File: config.mk
export PLATFORM = sky130hd
export DESIGN_NAME = iols_ctrl
export DESIGN_NICKNAME = d
export VERILOG_FILES = /design/src/rtl/iols_pkg.sv /design/src/rtl/iols_ctrl.sv
export SDC_FILE = /design/constraint.sdc
export NUM_CORES = 1
export LEC_CHECK = 0
export ABC_CLOCK_PERIOD_IN_PS = 1350
export BUFFER_PORTS_ARGS = -buffer_cell sky130_fd_sc_hd__buf_2
export CAP_MARGIN = 0
export CELL_PAD_IN_SITES_DETAIL_PLACEMENT = 0
export CELL_PAD_IN_SITES_GLOBAL_PLACEMENT = 1
export CORE_MARGIN = 1.5
export CORE_UTILIZATION = 25
export CTS_CLUSTER_SIZE = 10
export DETAILED_ROUTE_END_ITERATION = 10
export PLACE_DENSITY_LB_ADDON = 0.1
export SYNTH_ARGS = -nofsm -noshare
export SYNTH_HDL_FRONTEND = slang
export SYNTH_SLANG_ARGS = --single-unit
File: constraint.sdc
create_clock -name clk -period 1.35 [get_ports clk]
set_clock_uncertainty 0.2 [all_clocks]
set_input_delay 0 -clock clk [delete_from_list [all_inputs] [get_ports clk]]
set_output_delay 0 -clock clk [all_outputs]
set_load 0.02 [all_outputs]
File: src/rtl/iols_pkg.sv
`default_nettype none

package iols_pkg;

	localparam int unsigned CAPACITY_DEF = 256;

	typedef enum logic [1:0] {
		FN_INSERT = 2'd0,
		FN_REMOVE = 2'd1,
		FN_READ   = 2'd2,
		FN_CLEAR  = 2'd3
	} func_t;

	typedef enum logic [1:0] {
		ST_OK    = 2'd0,
		ST_EMPTY = 2'd1,
		ST_FULL  = 2'd2
	} status_t;

	typedef struct packed {
		func_t              func;
		logic [7:0]         position;
		logic signed [31:0] value_in;
	} req_t;

	typedef struct packed {
		logic signed [31:0] value_out;
		status_t            status;
		logic [8:0]         count;
	} rsp_t;

	// what a memory read does in the following cycle
	typedef enum logic [1:0] {
		RD_CAP = 2'd0,  // capture as result value
		RD_UP  = 2'd1,  // write one slot higher
		RD_DN  = 2'd2   // write one slot lower
	} rd_mode_t;

	typedef enum logic [1:0] {
		IDX_NM1  = 2'd0,  // last entry
		IDX_PREM = 2'd1,  // clamped remove position
		IDX_POS  = 2'd2   // raw request position
	} idx_src_t;

	typedef struct packed {
		logic     cap_req;
		logic     set_st;
		status_t  st;
		logic     clr_fill;
		logic     inc_fill;
		logic     dec_fill;
		logic     idx_ld;
		idx_src_t idx_src;
		logic     idx_inc;
		logic     idx_dec;
		logic     rd_en;
		rd_mode_t rd_mode;
		logic     put;
		logic     load_out;
	} cmd_t;

	typedef struct packed {
		func_t func;
		logic  full;
		logic  empty;
		logic  rd_oob;
		logic  ins_at_end;
		logic  idx_at_p;
		logic  idx_last;
		logic  out_busy;
	} sts_t;

endpackage

`default_nettype wire

File: src/rtl/iols_ctrl.sv
`default_nettype none

module iols_ctrl (
	input  wire logic           clk,
	input  wire logic           arst_n,
	input  wire logic           req_valid,
	output logic                req_stall,
	input  wire iols_pkg::sts_t sts,
	output iols_pkg::cmd_t      cmd
);

	typedef enum logic [3:0] {
		S_IDLE,
		S_EXEC,
		S_CAPT,
		S_DN,
		S_UP,
		S_FLUSH,
		S_PUT,
		S_DRAIN,
		S_DONE
	} state_t;

	state_t state_q;
	state_t state_d;

	always_comb begin
		cmd     = '0;
		state_d = state_q;
		unique case (state_q)
			S_IDLE: begin
				if (req_valid) begin
					cmd.cap_req = 1'b1;
					state_d     = S_EXEC;
				end
			end
			S_EXEC: begin
				unique case (sts.func)
					iols_pkg::FN_INSERT: begin
						if (sts.full) begin
							cmd.set_st = 1'b1;
							cmd.st     = iols_pkg::ST_FULL;
							state_d    = S_DONE;
						end else if (sts.ins_at_end) begin
							state_d = S_PUT;
						end else begin
							cmd.idx_ld  = 1'b1;
							cmd.idx_src = iols_pkg::IDX_NM1;
							state_d     = S_UP;
						end
					end
					iols_pkg::FN_REMOVE: begin
						if (sts.empty) begin
							cmd.set_st = 1'b1;
							cmd.st     = iols_pkg::ST_EMPTY;
							state_d    = S_DONE;
						end else begin
							cmd.idx_ld  = 1'b1;
							cmd.idx_src = iols_pkg::IDX_PREM;
							state_d     = S_CAPT;
						end
					end
					iols_pkg::FN_READ: begin
						if (sts.rd_oob) begin
							cmd.set_st = 1'b1;
							cmd.st     = iols_pkg::ST_EMPTY;
							state_d    = S_DONE;
						end else begin
							cmd.idx_ld  = 1'b1;
							cmd.idx_src = iols_pkg::IDX_POS;
							state_d     = S_CAPT;
						end
					end
					iols_pkg::FN_CLEAR: begin
						cmd.clr_fill = 1'b1;
						state_d      = S_DONE;
					end
					default: state_d = S_DONE;
				endcase
			end
			S_CAPT: begin
				cmd.rd_en   = 1'b1;
				cmd.rd_mode = iols_pkg::RD_CAP;
				if (sts.func == iols_pkg::FN_REMOVE && !sts.idx_last) begin
					cmd.idx_inc = 1'b1;
					state_d     = S_DN;
				end else begin
					state_d = S_DRAIN;
				end
			end
			S_DN: begin
				// entry idx moves down to idx-1 next cycle
				cmd.rd_en   = 1'b1;
				cmd.rd_mode = iols_pkg::RD_DN;
				if (sts.idx_last) begin
					state_d = S_DRAIN;
				end else begin
					cmd.idx_inc = 1'b1;
				end
			end
			S_UP: begin
				// entry idx moves up to idx+1 next cycle
				cmd.rd_en   = 1'b1;
				cmd.rd_mode = iols_pkg::RD_UP;
				if (sts.idx_at_p) begin
					state_d = S_FLUSH;
				end else begin
					cmd.idx_dec = 1'b1;
				end
			end
			S_FLUSH: begin
				state_d = S_PUT;
			end
			S_PUT: begin
				cmd.put      = 1'b1;
				cmd.inc_fill = 1'b1;
				state_d      = S_DONE;
			end
			S_DRAIN: begin
				cmd.dec_fill = (sts.func == iols_pkg::FN_REMOVE);
				state_d      = S_DONE;
			end
			S_DONE: begin
				if (!sts.out_busy) begin
					cmd.load_out = 1'b1;
					state_d      = S_IDLE;
				end
			end
			default: state_d = S_IDLE;
		endcase
	end

	always_ff @(posedge clk or negedge arst_n) begin
		if (!arst_n) begin
			state_q <= S_IDLE;
		end else begin
			state_q <= state_d;
		end
	end

	assign req_stall = (state_q != S_IDLE);

endmodule

`default_nettype wire

# [After elaboration in Yosys (flattened, before gate mapping)]
# Index checks and enable logic that the tools add are counted.
# W data, S select, Z words.
[totals] input_bits=12 reg_bits=4 output_inout_bits=18
[classes] n_reduce_logical=7 n_eq_ne=15 mux=35
[op_table] op="$mux W4" n=8
[op_table] op="$pmux W4 S8" n=1
[op_table] op="$mux W3" n=9
[op_table] op="$pmux W3 S3" n=3
[op_table] op="$eq A4 B3 Y1 const B" n=4
[op_table] op="$pmux W4 S4" n=1
[op_table] op="$mux W1" n=11
[op_table] op="$eq A4 B2 Y1 const B" n=2
[op_table] op="$ne A2 B2 Y1 const B" n=4
[op_table] op="$eq A2 B2 Y1 const B" n=2
[op_table] op="$eq A4 B1 Y1 const B" n=1
[op_table] op="$eq A4 B4 Y1 const B" n=1
[op_table] op="$logic_not A4 Y1" n=1
[op_table] op="$reduce_and A4 Y1" n=1
[op_table] op="$reduce_bool A4 Y1" n=1
[op_table] op="$eq A2 B1 Y1 const B" n=1
[op_table] op="$logic_not A2 Y1" n=1
[op_table] op="$mux W2" n=1
[op_table] op="$pmux W1 S2" n=1
[op_table] op="$reduce_or A2 Y1" n=1
[op_table] op="$logic_and A1 B1 Y1" n=1
[op_table] op="$logic_not A1 Y1" n=1

# [Depth between registers and ports, before layout]
[logic_depth] word_depth=4 mapped_depth=4 mapped_depth_nobuf=3

# [Worst setup path after synthesis]
# No wires, ideal clock.
[synth_path] path_kind="reg2out" startpoint="register state_q[3]" endpoint="output port cmd[11] (netlist bit)" path_stages_with_launch=5 t_arrival_ns=1.612 path_slack_ns=-0.462 required_ns=1.150 cell_sequence="dfrtp_1 clkbuf_1 nand2b_1 nor3b_1 buf_4"
[synth_lines] item="start: declaration" line="iols_ctrl.sv:24" text="state_t state_q;"
[synth_lines] item="start signal: assignment" line="iols_ctrl.sv:137" text="state_q <= state_d;"
[synth_lines] item="end: declaration" line="iols_ctrl.sv:9" text="output iols_pkg::cmd_t cmd"

==> flow_results.xml <==
<?xml version="1.0" encoding="UTF-8"?>
<metrics>
  <group name="outcome">
    <metric name="result_of_the_run" unit="">finished with violations</metric>
    <metric name="violations" unit="">negative setup slack</metric>
  </group>
  <group name="timing">
    <metric name="max_slew_violation_total_from_the_final_report" unit="">0</metric>
    <metric name="least_margin_pin_slew" unit="ps">261</metric>
    <metric name="report.final.hold_viol_count" unit="">0</metric>
    <metric name="min_period" unit="ps">1540</metric>
    <metric name="setup_slack" unit="ps">-192</metric>
    <metric name="tns" unit="ps">-2270</metric>
    <metric name="fin_crit_sh" unit="%">114</metric>
    <metric name="report.final.setup_viol" unit="">20</metric>
    <metric name="timing.slew.headroom" unit="%">82.6</metric>
    <metric name="fmax" unit="MHz">648</metric>
    <metric name="unrepaired_setup_endpoints_after_global_routing" unit="">true</metric>
  </group>
  <group name="detailed_routing">
    <metric name="drt_iter0_drc" unit="">5</metric>
    <metric name="route.detailed.wl_per_inst" unit="um">11.6</metric>
    <metric name="drc" unit="">0</metric>
    <metric name="detail-route-antenna-nets" unit="">0</metric>
    <metric name="drtPass1Iterations" unit="">4</metric>
    <metric name="routed_wirelength" unit="um">1690</metric>
    <metric name="vias" unit="">679</metric>
    <metric name="vias_per_cell" unit="">4.65</metric>
  </group>
  <group name="cts">
    <metric name="cts.root.buffer_cell" unit="">sky130_fd_sc_hd__clkbuf_4</metric>
    <metric name="h-tree-depth" unit="">1</metric>
    <metric name="worstSkewPairLatency" unit="ps">230</metric>
    <metric name="cts-root-to-sink-buffers" unit="">2</metric>
    <metric name="cts_tree" unit="">yes</metric>
    <metric name="tritoncts_sinks" unit="">4</metric>
    <metric name="clk_pin_slew_worst_paths" unit="ps">30</metric>
    <metric name="cts-buffers-inserted" unit="">3</metric>
  </group>
  <group name="synth">
    <metric name="synth.area.top_cells" unit="">sky130_fd_sc_hd__dfrtp_1, sky130_fd_sc_hd__nor2_1, sky130_fd_sc_hd__a21oi_1, sky130_fd_sc_hd__nor3_1, sky130_fd_sc_hd__nand2_1</metric>
    <metric name="average_footprint_of_a_synthesized_cell" unit="um^2">7.60</metric>
    <metric name="synth_top_area_cell" unit="">sky130_fd_sc_hd__dfrtp_1</metric>
    <metric name="synth_largest_type_area_fraction" unit="%">19.1</metric>
    <metric name="synth.net_count" unit="">81</metric>
    <metric name="synth-seq-area-share" unit="%">19.1</metric>
    <metric name="syn-cell-area" unit="um^2">524</metric>
    <metric name="synth.yosys.warnings" unit="">0</metric>
    <metric name="synth.distinct_cells" unit="">31</metric>
    <metric name="syn_inst" unit="">69</metric>
    <metric name="synth-seq-cells" unit="">4</metric>
  </group>
  <group name="pwr">
    <metric name="worst_ir_drop_vdd" unit="uV">1040</metric>
    <metric name="share_seq_of_total_power" unit="%">13.4</metric>
    <metric name="cellInternalPower" unit="mW">1.06</metric>
    <metric name="leakage_power_of_the_design" unit="nW">0.512</metric>
    <metric name="netSwitchingFraction" unit="%">45.0</metric>
    <metric name="total_switching_power" unit="uW">868</metric>
    <metric name="share_clk_of_total_power" unit="%">7.4</metric>
    <metric name="combPwrFrac" unit="%">79.2</metric>
    <metric name="power_density" unit="mW/mm^2">1750</metric>
  </group>
  <group name="worst_setup_path">
    <metric name="crit_chain" unit="">buf_4 &gt; nand2b_4 &gt; buf_4 &gt; a21oi_2 &gt; buf_6</metric>
    <metric name="critical-path-top-cell-by-count" unit="">sky130_fd_sc_hd__buf_4</metric>
    <metric name="critPathLaunch" unit="">state_q[2]</metric>
    <metric name="cp_data_required_time" unit="ps">1150</metric>
    <metric name="arrival" unit="ps">1340</metric>
    <metric name="crit_path_capture_type" unit="">output pin</metric>
    <metric name="cpMaxStageDelayCell" unit="">sky130_fd_sc_hd__dfrtp_2</metric>
    <metric name="crit_path_max_incr_delay" unit="ps">420</metric>
    <metric name="start_kind" unit="">flop</metric>
    <metric name="reg2reg_depth" unit="">5</metric>
    <metric name="reg2reg_from" unit="">state_q[3]</metric>
    <metric name="critical_path_class" unit="">reg -&gt; out</metric>
    <metric name="critical_path.reg2reg.endpoint" unit="">state_q[3]</metric>
    <metric name="worst_case_register_to_register_setup_slack" unit="ps">-60</metric>
    <metric name="cp_max_fo" unit="">3</metric>
  </group>
  <group name="die">
    <metric name="dieArea" unit="mm^2">0.00238</metric>
    <metric name="fp-row-count" unit="">16</metric>
    <metric name="floorplan.die.height" unit="um">48.8</metric>
    <metric name="design.core.area" unit="mm^2">0.00196</metric>
    <metric name="initial_utilization" unit="%">26.7</metric>
    <metric name="ios" unit="">30</metric>
    <metric name="fp.dieW" unit="um">48.8</metric>
  </group>
  <group name="grt">
    <metric name="grt_start_max_net_pins" unit="">13</metric>
    <metric name="grt_first_pass_wirelength" unit="um">2700</metric>
    <metric name="global_route.usage.total" unit="%">14.5</metric>
    <metric name="remaining_overflow_grt" unit="">0</metric>
    <metric name="antenna_found_initial" unit="">0</metric>
    <metric name="grt_pass1_vias" unit="">612</metric>
  </group>
  <group name="finish">
    <metric name="final_cell_count_no_fill" unit="">146</metric>
    <metric name="antenna_diode_count" unit="">0</metric>
    <metric name="top_library_cells_by_usage_in_the_layout_fill_and_taps_aside" unit="">sky130_fd_sc_hd__buf_4, sky130_fd_sc_hd__buf_6, sky130_fd_sc_hd__buf_2</metric>
    <metric name="regMostFlops" unit="">state_q</metric>
    <metric name="nNetsFinal" unit="">133</metric>
    <metric name="final_area" unit="mm^2">0.00111</metric>
    <metric name="drive_gt1_share" unit="%">65.5</metric>
    <metric name="final_core_area_utilization" unit="%">56.4</metric>
    <metric name="largest_reg_flops" unit="">4</metric>
    <metric name="leading_registers_by_flop_count" unit="">state_q: 4 flops</metric>
    <metric name="layout.cells.most_common" unit="">sky130_fd_sc_hd__buf_4</metric>
    <metric name="area_growth" unit="%">111</metric>
  </group>
  <group name="placed_design">
    <metric name="placed_cells" unit="">129</metric>
    <metric name="preCtsSetupSlack" unit="ps">-63.9</metric>
    <metric name="globalplace.congestion" unit="">0.745</metric>
    <metric name="buffer_ports.inserted" unit="">29</metric>
    <metric name="placement.cell_area" unit="um^2">787</metric>
    <metric name="place_hpwl" unit="um">1200</metric>
  </group>
  <group name="worst_hold_path">
    <metric name="hold_depth" unit="">4</metric>
    <metric name="min-delay-start" unit="">req_valid</metric>
    <metric name="hold_path_class" unit="">in -&gt; reg</metric>
    <metric name="worst_hold_path.endpoint" unit="">state_q[0]</metric>
  </group>
  <group name="job">
    <metric name="drv.max_cap_violation_count" unit="">0</metric>
  </group>
</metrics>
-- final cells by class --
type | instances | area, um^2
Fill cell | 205 | 856
Multi-Input combinational cell | 56 | 498
Timing Repair Buffer | 54 | 440
Sequential cell | 4 | 104
Tap cell | 27 | 33.8
Clock buffer | 3 | 22.5
Inverter | 2 | 7.51
-- worst max-delay path, delay by kind of cell, from the launching register on --
| family | cells | cell delay (ps) |
|---|---|---|
| AND/OR/NAND/NOR | 1 | 150 |
| flip-flops | 1 | 420 |
| AO/OA/AOI/OAI | 1 | 130 |
| buffers and inverters | 3 | 410 |
-- repair_timing --
item / CTS / global route
buffers inserted: 3 / 5
pin swaps: 5 / 10
resized for setup: 21 / 31
endpoints found under the hold margin: 7 / 0
hold buffers: 6 / 0
endpoints found under the setup margin: 18 / 21
-- through the flow --
| step | total power, mW | hold WS (ps) |
|---|---|---|
| 2_1_floorplan | 0.948 | -496 |
| 3_3_place_gp | 1.34 | -395 |
| 3_5_place_dp | 1.34 | -393 |
| 4_1_cts | 1.66 | -13.2 |
| 5_1_grt | 2.06 | 53.3 |
| 6_report | 1.93 | 20.1 |
-- power groups by stage --
stage | combinational [mW] | sequential (mW) | clock, mW
floorplan | 0.750 | 0.197 | 0
global placement | 1.12 | 0.219 | 0
detailed placement | 1.12 | 0.220 | 0
CTS | 1.27 | 0.230 | 0.154
global route | 1.64 | 0.266 | 0.154
finish | 1.53 | 0.259 | 0.143
-- cells in the mapped netlist, drive strengths merged --
| cell type | n |
|---|---|
| nor2 | 9 |
| buf | 6 |
| nand2 | 6 |
| a21oi | 5 |
| nor3 | 5 |
| dfrtp | 4 |
| and3 | 3 |
| nand2b | 3 |
| nand3b | 3 |
| nor2b | 3 |
| and3b | 2 |
| inv | 2 |
| nor3b | 2 |
| o21ai | 2 |
| o21bai | 2 |
| a2111oi | 1 |
| a211o | 1 |
| a31oi | 1 |
| and4b | 1 |
| clkbuf | 1 |
| mux2i | 1 |
| nor4 | 1 |
| nor4b | 1 |
| o211ai | 1 |
| o21a | 1 |
| o221ai | 1 |
| o41ai | 1 |
-- worst max path at each step --
stage	end	cells past startpoint
finish	cmd[4]	5
global route	cmd[14]	4
CTS	cmd[14]	4
detailed placement	cmd[14]	4
global placement	cmd[14]	4
floorplan	cmd[7]	3
-- cells by family (layout without fill, tap and decap cells) --
logic type	Yosys count	in the layout	synth area share, %
simple gates	39	39	46.5
compound gates	16	16	22.4
buf+inv	9	59	10.0
flops	4	4	19.1
mux	1	1	1.91
-- routing by layer --
metal  vias up  wire (um)  track usage [%]
met2        13        824             21.2
li1        348          -                -
met3         0         49             2.45
met5         -          0                0
met4         0          0             7.14
met1       318        817             20.4
Power figures use the tool's default switching activity.
